**config.mk**
```make
export PLATFORM = sky130hd
export DESIGN_NAME = strided_port_slot_allocator_top
export DESIGN_NICKNAME = d
export VERILOG_FILES = /design/src/design/spsa_pkg.sv /design/src/design/strided_port_slot_allocator_top.sv /design/src/design/spsa_front.sv /design/src/design/spsa_queue.sv /design/src/design/spsa_back.sv
export SDC_FILE = /design/constraint.sdc
export NUM_CORES = 2
export LEC_CHECK = 0
export BUFFER_PORTS_ARGS = -buffer_cell sky130_fd_sc_hd__buf_4
export CAP_MARGIN = 40
export CORE_MARGIN = 5
export CORE_UTILIZATION = 67
export CTS_CLUSTER_DIAMETER = 120
export DETAILED_ROUTE_END_ITERATION = 16
export PLACE_DENSITY_LB_ADDON = 0.05
export SETUP_SLACK_MARGIN = 0.05
export SYNTH_ARGS = -nofsm -noshare
export SYNTH_HDL_FRONTEND = slang
export SYNTH_HIERARCHICAL = 1
export SYNTH_SLANG_ARGS = --single-unit
```
**constraint.sdc**
```tcl
create_clock -name i_clk -period 14.7 [get_ports i_clk]
set_input_delay 2.94 -clock i_clk [delete_from_list [all_inputs] [get_ports i_clk]]
set_output_delay 2.94 -clock i_clk [all_outputs]
set_load 0.05 [all_outputs]
```
**src/design/spsa_pkg.sv**
```systemverilog
// Shared types and codes for the strided port slot allocator.
package spsa_pkg;
    localparam logic [1:0] OP_ALLOC_ANY  = 2'd0;
    localparam logic [1:0] OP_ALLOC_SPEC = 2'd1;
    localparam logic [1:0] OP_RELEASE    = 2'd2;

    localparam logic [1:0] ST_OK       = 2'd0;
    localparam logic [1:0] ST_INVALID  = 2'd1;
    localparam logic [1:0] ST_IN_USE   = 2'd2;
    localparam logic [1:0] ST_NONE     = 2'd3;

    localparam logic [1:0] REG_BASE  = 2'd0;
    localparam logic [1:0] REG_STEP  = 2'd1;
    localparam logic [1:0] REG_LIMIT = 2'd2;

    typedef struct packed {
        logic [1:0]  opcode;
        logic [15:0] port_value;
    } t_in_beat;

    typedef struct packed {
        logic [15:0] granted_port;
        logic [1:0]  status;
    } t_out_beat;

    // Front-to-back command: classified request.
    typedef struct packed {
        logic [1:0]  opcode;
        logic [15:0] port_value;
        logic        on_grid;     // in range and on the stride
        logic [16:0] slot;        // quotient of offset by step
    } t_cmd;
endpackage

```
**src/design/strided_port_slot_allocator_top.sv**
```systemverilog
// Strided port slot allocator: one request per beat, one result per beat.
// Allocate specific and release pass the divider, a pick and the result register;
// allocate any adds a scan of all slots (one slot per cycle scan), pick, multiply and grant.
// The front takes a new beat only once its divide is done and handed on; the back serves one command at a time.
// Front and back run decoupled through a two-entry command queue.
// Sync active-low reset loads register defaults; back then clears every slot to free.
module strided_port_slot_allocator_top #(
    parameter int NUM_SLOTS = 256
) (
    input  logic                i_clk,
    input  logic                i_rst_n,
    input  logic                i_valid,
    output logic                o_ready,
    input  spsa_pkg::t_in_beat  i_data,
    output logic                o_valid,
    input  logic                i_ready,
    output spsa_pkg::t_out_beat o_data,
    input  logic                i_cfg_we,
    input  logic [1:0]          i_cfg_index,
    input  logic [16:0]         i_cfg_data
);
    import spsa_pkg::*;

    logic [15:0] r_base;
    logic [15:0] r_step;
    logic [16:0] r_limit;
    logic [16:0] w_limit;
    logic        w_fq_valid, w_fq_ready, w_qb_valid, w_qb_ready;
    t_cmd        w_fq_cmd, w_qb_cmd;

    assign w_limit = (r_limit > 17'd65536) ? 17'd65536 : r_limit;

    always_ff @(posedge i_clk) begin
        if (!i_rst_n) begin
            r_base  <= 16'd0;
            r_step  <= 16'd1;
            r_limit <= 17'd65536;
        end else if (i_cfg_we) begin
            case (i_cfg_index)
                REG_BASE:  r_base  <= i_cfg_data[15:0];
                REG_STEP:  r_step  <= i_cfg_data[15:0];
                REG_LIMIT: r_limit <= i_cfg_data;
                default: ;
            endcase
        end
    end

    spsa_front u_front (
        .i_clk, .i_rst_n, .i_valid, .o_ready, .i_data,
        .i_base(r_base), .i_step(r_step), .i_limit(w_limit),
        .o_cmd_valid(w_fq_valid), .i_cmd_ready(w_fq_ready), .o_cmd(w_fq_cmd)
    );

    spsa_queue u_queue (
        .i_clk, .i_rst_n,
        .i_valid(w_fq_valid), .o_ready(w_fq_ready), .i_data(w_fq_cmd),
        .o_valid(w_qb_valid), .i_ready(w_qb_ready), .o_data(w_qb_cmd)
    );

    spsa_back #(.NUM_SLOTS(NUM_SLOTS)) u_back (
        .i_clk, .i_rst_n,
        .i_cmd_valid(w_qb_valid), .o_cmd_ready(w_qb_ready), .i_cmd(w_qb_cmd),
        .i_base(r_base), .i_step(r_step), .i_limit(w_limit),
        .o_valid, .i_ready, .o_data
    );

    a_err_port_zero: assert property (@(posedge i_clk) disable iff (!i_rst_n)
        o_valid && (o_data.status != ST_OK) |-> o_data.granted_port == 16'd0)
        else $error("error result carries a port");
    a_out_hold: assert property (@(posedge i_clk) disable iff (!i_rst_n)
        o_valid && !i_ready |=> o_valid && $stable(o_data))
        else $error("result changed while stalled");
    a_cfg_limit: assert property (@(posedge i_clk) disable iff (!i_rst_n)
        w_limit <= 17'd65536)
        else $error("clamped limit out of range");
endmodule

```
**src/design/spsa_front.sv**
```systemverilog
// Front end: accepts beats, divides port offset by the step (one bit per cycle).
module spsa_front (
    input  logic              i_clk,
    input  logic              i_rst_n,
    input  logic              i_valid,
    output logic              o_ready,
    input  spsa_pkg::t_in_beat i_data,
    input  logic [15:0]       i_base,
    input  logic [15:0]       i_step,
    input  logic [16:0]       i_limit,
    output logic              o_cmd_valid,
    input  logic              i_cmd_ready,
    output spsa_pkg::t_cmd    o_cmd
);
    import spsa_pkg::*;

    localparam logic [1:0] S_IDLE = 2'd0;
    localparam logic [1:0] S_DIV  = 2'd1;
    localparam logic [1:0] S_OUT  = 2'd2;

    logic [1:0]  r_state;
    t_in_beat    r_in;
    logic [15:0] r_rem;
    logic [15:0] r_quo;
    logic [15:0] r_num;
    logic [4:0]  r_cnt;
    logic        r_range;
    logic [15:0] w_step;
    logic [16:0] w_trial;

    assign w_step  = (i_step == 16'd0) ? 16'd1 : i_step;
    assign w_trial = {r_rem, r_num[15]} - {1'b0, w_step};
    assign o_ready = (r_state == S_IDLE);
    assign o_cmd_valid = (r_state == S_OUT);
    assign o_cmd.opcode     = r_in.opcode;
    assign o_cmd.port_value = r_in.port_value;
    assign o_cmd.on_grid    = r_range && (r_rem == 16'd0);
    assign o_cmd.slot       = {1'b0, r_quo};

    always_ff @(posedge i_clk) begin
        if (!i_rst_n) begin
            r_state <= S_IDLE;
        end else begin
            case (r_state)
                S_IDLE: if (i_valid) begin
                    r_in    <= i_data;
                    r_range <= (i_data.port_value >= i_base) &&
                               ({1'b0, i_data.port_value} < i_limit);
                    r_num   <= i_data.port_value - i_base;
                    r_rem   <= 16'd0;
                    r_quo   <= 16'd0;
                    r_cnt   <= 5'd0;
                    r_state <= S_DIV;
                end
                S_DIV: begin
                    if (!w_trial[16]) begin
                        r_rem <= w_trial[15:0];
                        r_quo <= {r_quo[14:0], 1'b1};
                    end else begin
                        r_rem <= {r_rem[14:0], r_num[15]};
                        r_quo <= {r_quo[14:0], 1'b0};
                    end
                    r_num <= {r_num[14:0], 1'b0};
                    r_cnt <= r_cnt + 5'd1;
                    if (r_cnt == 5'd15) r_state <= S_OUT;
                end
                S_OUT: if (i_cmd_ready) r_state <= S_IDLE;
                default: r_state <= S_IDLE;
            endcase
        end
    end
endmodule

```
**src/design/spsa_queue.sv**
```systemverilog
// Two-entry queue between front and back end.
module spsa_queue (
    input  logic           i_clk,
    input  logic           i_rst_n,
    input  logic           i_valid,
    output logic           o_ready,
    input  spsa_pkg::t_cmd i_data,
    output logic           o_valid,
    input  logic           i_ready,
    output spsa_pkg::t_cmd o_data
);
    import spsa_pkg::*;

    t_cmd       r_mem [2];
    logic       r_wp;
    logic       r_rp;
    logic [1:0] r_cnt;
    logic       w_push;
    logic       w_pop;

    assign o_ready = (r_cnt != 2'd2);
    assign o_valid = (r_cnt != 2'd0);
    assign o_data  = r_mem[r_rp];
    assign w_push  = i_valid && o_ready;
    assign w_pop   = o_valid && i_ready;

    always_ff @(posedge i_clk) begin
        if (w_push) r_mem[r_wp] <= i_data;
        if (!i_rst_n) begin
            r_wp  <= 1'b0;
            r_rp  <= 1'b0;
            r_cnt <= 2'd0;
        end else begin
            if (w_push) r_wp <= ~r_wp;
            if (w_pop)  r_rp <= ~r_rp;
            r_cnt <= r_cnt + {1'b0, w_push} - {1'b0, w_pop};
        end
    end
endmodule

```
**src/design/spsa_back.sv**
```systemverilog
// Back end: slot memory; scans for highest used and lowest free slot, and serves allocate specific and release.
module spsa_back #(
    parameter int NUM_SLOTS = 256
) (
    input  logic                i_clk,
    input  logic                i_rst_n,
    input  logic                i_cmd_valid,
    output logic                o_cmd_ready,
    input  spsa_pkg::t_cmd      i_cmd,
    input  logic [15:0]         i_base,
    input  logic [15:0]         i_step,
    input  logic [16:0]         i_limit,
    output logic                o_valid,
    input  logic                i_ready,
    output spsa_pkg::t_out_beat o_data
);
    import spsa_pkg::*;

    localparam int SW = (NUM_SLOTS > 1) ? $clog2(NUM_SLOTS) : 1;
    localparam logic [16:0] LAST = 17'(NUM_SLOTS - 1);

    localparam logic [2:0] S_IDLE  = 3'd0;
    localparam logic [2:0] S_SCAN  = 3'd1;
    localparam logic [2:0] S_PICK  = 3'd2;
    localparam logic [2:0] S_MUL   = 3'd3;
    localparam logic [2:0] S_OUT   = 3'd4;
    localparam logic [2:0] S_GRANT = 3'd5;
    localparam logic [2:0] S_CLR   = 3'd6;

    logic          r_used [NUM_SLOTS];
    logic          r_rd;
    logic [2:0]    r_state;
    t_cmd          r_cmd;
    logic [16:0]   r_idx;
    logic [16:0]   r_pidx;
    logic          r_pv;
    logic          r_any;
    logic [16:0]   r_high;
    logic          r_lfound;
    logic          r_lstop;
    logic [16:0]   r_low;
    logic [16:0]   r_sel;
    logic [32:0]   r_port;
    t_out_beat     r_out;
    logic [15:0]   w_step;
    logic [32:0]   w_scan_port;
    logic [32:0]   w_next_port;
    logic          w_scan_avail;
    logic          w_next_avail;
    logic          w_spec_ok;
    logic          w_rel_hit;
    logic          w_we;
    logic          w_wdata;
    logic [SW-1:0] w_waddr;
    logic [SW-1:0] w_raddr;
    t_out_beat     w_pick_out;
    logic          w_pick_mul;
    logic [16:0]   w_pick_sel;

    assign w_step       = (i_step == 16'd0) ? 16'd1 : i_step;
    // one multiply per cycle for the scan pointer and one for the fast path
    assign w_scan_port  = {17'd0, i_base} + r_pidx * w_step;
    assign w_next_port  = {17'd0, i_base} + (r_high + 17'd1) * w_step;
    assign w_scan_avail = w_scan_port < {16'd0, i_limit};
    // the slot above the highest used one is free by definition
    assign w_next_avail = (r_high < LAST) && (w_next_port < {16'd0, i_limit});
    assign w_spec_ok    = r_cmd.on_grid && (r_cmd.slot <= LAST) && !r_rd;
    assign w_rel_hit    = r_cmd.on_grid && (r_cmd.slot <= LAST);
    // idle reads the slot of the incoming command, ready for the pick cycle
    assign w_raddr      = (r_state == S_IDLE) ? i_cmd.slot[SW-1:0] : r_idx[SW-1:0];
    assign o_cmd_ready  = (r_state == S_IDLE);
    assign o_valid      = (r_state == S_OUT);
    assign o_data       = r_out;

    always_comb begin
        w_we    = 1'b0;
        w_wdata = 1'b0;
        w_waddr = r_cmd.slot[SW-1:0];
        case (r_state)
            S_CLR: begin
                w_we    = 1'b1;
                w_waddr = r_idx[SW-1:0];
            end
            S_PICK: begin
                if (r_cmd.opcode == OP_ALLOC_SPEC && w_spec_ok) begin
                    w_we    = 1'b1;
                    w_wdata = 1'b1;
                end else if (r_cmd.opcode == OP_RELEASE && w_rel_hit) begin
                    w_we    = 1'b1;
                end
            end
            S_GRANT: begin
                w_we    = 1'b1;
                w_wdata = 1'b1;
                w_waddr = r_sel[SW-1:0];
            end
            default: ;
        endcase
    end

    always_comb begin
        w_pick_out = '{granted_port: 16'd0, status: ST_INVALID};
        w_pick_mul = 1'b0;
        w_pick_sel = r_low;
        case (r_cmd.opcode)
            OP_ALLOC_ANY: begin
                if (r_any && w_next_avail) begin
                    w_pick_mul = 1'b1;
                    w_pick_sel = r_high + 17'd1;
                end else if (r_lfound) begin
                    w_pick_mul = 1'b1;
                end else begin
                    w_pick_out.status = ST_NONE;
                end
            end
            OP_ALLOC_SPEC: begin
                if (!r_cmd.on_grid) begin
                    w_pick_out.status = ST_INVALID;
                end else if (!w_spec_ok) begin
                    w_pick_out.status = ST_IN_USE;
                end else begin
                    w_pick_out = '{granted_port: r_cmd.port_value, status: ST_OK};
                end
            end
            OP_RELEASE: begin
                w_pick_out = '{granted_port: r_cmd.port_value, status: ST_OK};
            end
            default: ;
        endcase
    end

    always_ff @(posedge i_clk) begin
        if (w_we) r_used[w_waddr] <= w_wdata;
        r_rd <= r_used[w_raddr];
    end

    always_ff @(posedge i_clk) begin
        if (!i_rst_n) begin
            r_state <= S_CLR;
            r_idx   <= 17'd0;
        end else begin
            case (r_state)
                S_CLR: begin
                    r_idx <= r_idx + 17'd1;
                    if (r_idx == LAST) r_state <= S_IDLE;
                end
                S_IDLE: if (i_cmd_valid) begin
                    r_cmd    <= i_cmd;
                    r_idx    <= 17'd0;
                    r_pv     <= 1'b0;
                    r_any    <= 1'b0;
                    r_high   <= 17'd0;
                    r_lfound <= 1'b0;
                    r_lstop  <= 1'b0;
                    r_state  <= (i_cmd.opcode == OP_ALLOC_ANY) ? S_SCAN : S_PICK;
                end
                S_SCAN: begin
                    // read data is registered and belongs to the previous address, kept in r_pidx
                    if (r_pv) begin
                        if (r_rd) begin
                            r_any  <= 1'b1;
                            r_high <= r_pidx;
                        end
                        if (!r_lfound && !r_lstop) begin
                            if (!w_scan_avail) r_lstop <= 1'b1;
                            else if (!r_rd) begin
                                r_lfound <= 1'b1;
                                r_low    <= r_pidx;
                            end
                        end
                    end
                    r_pidx <= r_idx;
                    r_pv   <= 1'b1;
                    r_idx  <= r_idx + 17'd1;
                    if (r_pv && r_pidx == LAST) r_state <= S_PICK;
                end
                S_PICK: begin
                    r_out   <= w_pick_out;
                    r_sel   <= w_pick_sel;
                    r_state <= w_pick_mul ? S_MUL : S_OUT;
                end
                S_MUL: r_state <= S_GRANT;
                S_GRANT: begin
                    r_out   <= '{granted_port: r_port[15:0], status: ST_OK};
                    r_state <= S_OUT;
                end
                S_OUT: if (i_ready) r_state <= S_IDLE;
                default: r_state <= S_IDLE;
            endcase
        end
    end

    always_ff @(posedge i_clk) begin
        r_port <= {17'd0, i_base} + r_sel * w_step;
    end
endmodule
```
==> flow_summary_export.csv <==
group,metric,value,unit
logic_synthesis,ys_types,98,
timing,worst_pin_slew,1052,ps
critical_path,cp-end-kind,"flop",
floorplan,die_h,289.5,µm
critical_path,worstPathMaxFanout,21,
floorplan,pin_count,62,
clocking,clk_latency,650,ps
logic_synthesis,syn_nets,6004,
critical_path,rr_startpoint,"u_back/r_high[0]$_SDFFCE_PN0P_",
critical_path,critPathMaxStageDelay,920,ps
clocking,clkSlewWorstSetupHoldPaths,60,ps
pwr,power,5.389,mW
clocking,clkSinkCount,617,
clocking,post-cts-setup-buffers,0,
timing,fmax,99.45,MHz
logic_synthesis,synth-warning-count,6,
timing,rsz0062_at_grt,"false",
job,cap_viol_max_count,0,
logic_synthesis,postSynthAreaPerCell,10.37,µm²
critical_path,worstSetupStartpointType,"flop",
critical_path,worstPathRequired,15100,ps
global_routing,grt_pass1_vias,37870,
pwr,power_density,96.14,mW/mm²
clocking,cts_buffer_depth,3,
pwr,ir_drop,153.2,µV
placement,port_buffers,61,
clocking,cts_buffers,60,
detailed_routing,drc,0,
critical_path,cp.buffers_inverters,5,
timing,post-route-period-util,68.40,%
pwr,power.switching,1.904,mW
detailed_routing,first_pass_iters,6,
critical_path,crit_type,"flop to flop",
detailed_routing,vias,36810,
floorplan,die_x,289.5,µm
logic_synthesis,synth-edff-count,524,
hold_path,worstHoldPathType,"flop to flop",
logic_synthesis,synth_common_cells,"820 x inv_1, 661 x nand2_1, 557 x fa_1, 524 x edfxtp_1, 391 x nor2_1",
global_routing,overflow,0,
pwr,internal_power,3.485,mW
timing,setup_viol,0,
floorplan,initial_utilization,67.57,%
logic_synthesis,ys_ff_latch,617,
pwr,comb_power_share,33.8,%
critical_path,crit_arrival,10450,ps
clocking,root_buffer,"clkbuf_16",
finish,nNetsFinal,5985,
global_routing,grt.total_usage,33.36,%
pwr,p_sw_share,35.33,%
global_routing,grt_pass1_wl,214.7,mm
timing,fin_tns_setup,0,ps
clocking,post_cts_resized,0,
logic_synthesis,yosysTopAreaCell,"edfxtp_1",
pwr,p_leak,23.12,nW
detailed_routing,via_per_inst,6.012,
timing,slew_headroom,29.88,%
logic_synthesis,synth.area.top_cells,"edfxtp_1 30%, fa_1 21%, ha_1 8.5%",
logic_synthesis,yosysTopAreaCellShare,30.06,%
floorplan,row_count,102,
critical_path,cpMaxStageDelayCell,"edfxtp_1",
logic_synthesis,syn_inst,5050,
hold_path,min_from,"u_front/o_cmd[26]$_DFFE_PP_",
logic_synthesis,seq_area_frac_synth,33.62,%
timing,slew_violations,0,
pwr,power_frac_clock,28.3,%
timing,hold_violations,0,
global_routing,antenna_found_initial,4,
critical_path,cp-startpoint,"u_back/r_high[0]$_SDFFCE_PN0P_",
finish,area_growth,7.087,%
detailed_routing,wl_per_cell,22.26,µm
detailed_routing,postRouteAntennaNets,0,
timing,min_period,10060,ps
clocking,ctsHtreeMaxLevel,2,
clocking,tritoncts,"done",
global_routing,grt_max_degree,101,
logic_synthesis,ys_async_sr_fraction,0,%
pwr,seqPwrFrac,37.9,%
timing,fin_skew,42.63,ps
logic_synthesis,syn_area,0.05234,mm²
finish,fillers,5669,
status,status,"completed",
critical_path,cp_common_cell,"fa_1",
floorplan,core,0.07747,mm²
placement,dp.final_hpwl,99.99,mm
placement,gp_congestion,0.9867,
floorplan,dieArea,0.08382,mm²
logic_synthesis,synthFlopType,"edfxtp_1",
logic_synthesis,yosysMostFrequentCell,"inv_1",
finish,drive_gt1_share,8.207,%
detailed_routing,wirelength,136.3,mm
detailed_routing,drt_iter0_markers,3258,
critical_path,cpLargestDelayFamily,"adder cells",
clocking,cts_hold_buffers,0,
==> state kept, by name, indices dropped and copies added (netlist names), 18 cells and up, named ones only <==
signal,count
u_queue/r_mem,72
u_back/r_used,256
u_front/o_cmd,18
u_back/o_data,18
u_back/r_cmd,36
==> layout make-up <==
cell class / count / area (µm²) / share of cell area (%)
flip-flops and latches: 617 / 17610 / 31.42
multi-input cells: 3373 / 30680 / 54.74
inverters: 821 / 3082 / 5.498
diodes: 2 / 5.005 / 0.008929
clock inverters: 45 / 409.1 / 0.7299
repair buffers: 158 / 1435 / 2.560
well taps: 1040 / 1301 / 2.321
clock buffers: 67 / 1528 / 2.725
==> power groups by stage <==
stage	Combinational (mW)	Clock (mW)	Sequential, mW
after floorplan	1.26	0	2.05
after global placement	1.70	0	2.08
after detailed placement	1.78	0	2.07
after CTS	1.80	1.54	2.04
after global routing	2.00	1.62	2.04
final	1.82	1.52	2.04
==> stage by stage <==
stage	instances	setup WS (ps)	hold WS (ps)	area [µm²]	util, %
6_report	6123	4645	445.0	56050	72.36
3_3_place_gp	5979	4554	422.7	53640	69.24
4_1_cts	6119	4730	445.2	56040	72.34
2_1_floorplan	5050	5844	421.5	52340	-
5_1_grt	6122	4063	450.0	56050	72.36
3_5_place_dp	6007	4738	431.7	54100	69.84
==> worst paths after layout <==
kind                                    end  depth (start not counted)  slack, ps
min reg2reg  u_queue/r_mem[0][26]$_DFFE_PP_                          0        440
max               u_back/r_sel[3]$_DFFE_PP_                         32       4640
min          u_queue/r_mem[0][26]$_DFFE_PP_                          0        440
max reg2reg       u_back/r_sel[3]$_DFFE_PP_                         32       4640
==> per-layer routing <==
| layer | track usage, % | part of all wire, % | vias to the layer above |
|---|---|---|---|
| met2 | 54.50 | 47 | 1538 |
| met3 | 6.518 | 8.3 | 357 |
| met5 | 0 | 0.031 | - |
| met1 | 44.80 | 40 | 18450 |
| li1 | - | - | 16460 |
| met4 | 13.01 | 4.5 | 6 |
==> cells in the final DEF (no fill, tap or decap), types with 15 or more instances in the layout <==
cell       Yosys  layout
a21o_1        40      39
nand2b_1      28      28
mux2_2        18      18
ha_1         355     355
a221oi_1      20      20
nand3_1       62      62
fa_1         557     557
o21a_1        23      23
nor3_1        22      22
nor2_1       391     387
inv_1        820     820
a21oi_1      116     115
edfxtp_1     524     524
a21boi_1      16      16
dfxtp_1       93      83
o21ai_0       80      80
a22oi_1       24      24
nand2_1      661     661
a21boi_0      39      39
a22o_1        28      28
and2_1       290     290
xnor2_1       93      92
nand4_1       20      20
xor2_1        27      27
buf_4          9     133
and3_1        43      42
clkbuf_16      0      60
a211oi_1      16      16
clkinv_1       1      15
mux2i_1       28      26
nor2b_1       54      53
mux2_4        30      30
nor4_1        26      26
mux4_2        64      64
==> cell families after synthesis <==
family | count (synthesis) | synth area share [%]
AO/OA/AOI/OAI | 530 | 7.078
XOR/XNOR | 121 | 2.039
adder cells (fa/ha/maj) | 912 | 29.79
buffers and inverters | 1060 | 7.907
flip-flops | 617 | 33.62
multiplexers | 142 | 4.580
other | 1 | 0.007164
AND/OR/NAND/NOR | 1667 | 14.98
(Power assumes the default switching activity.)
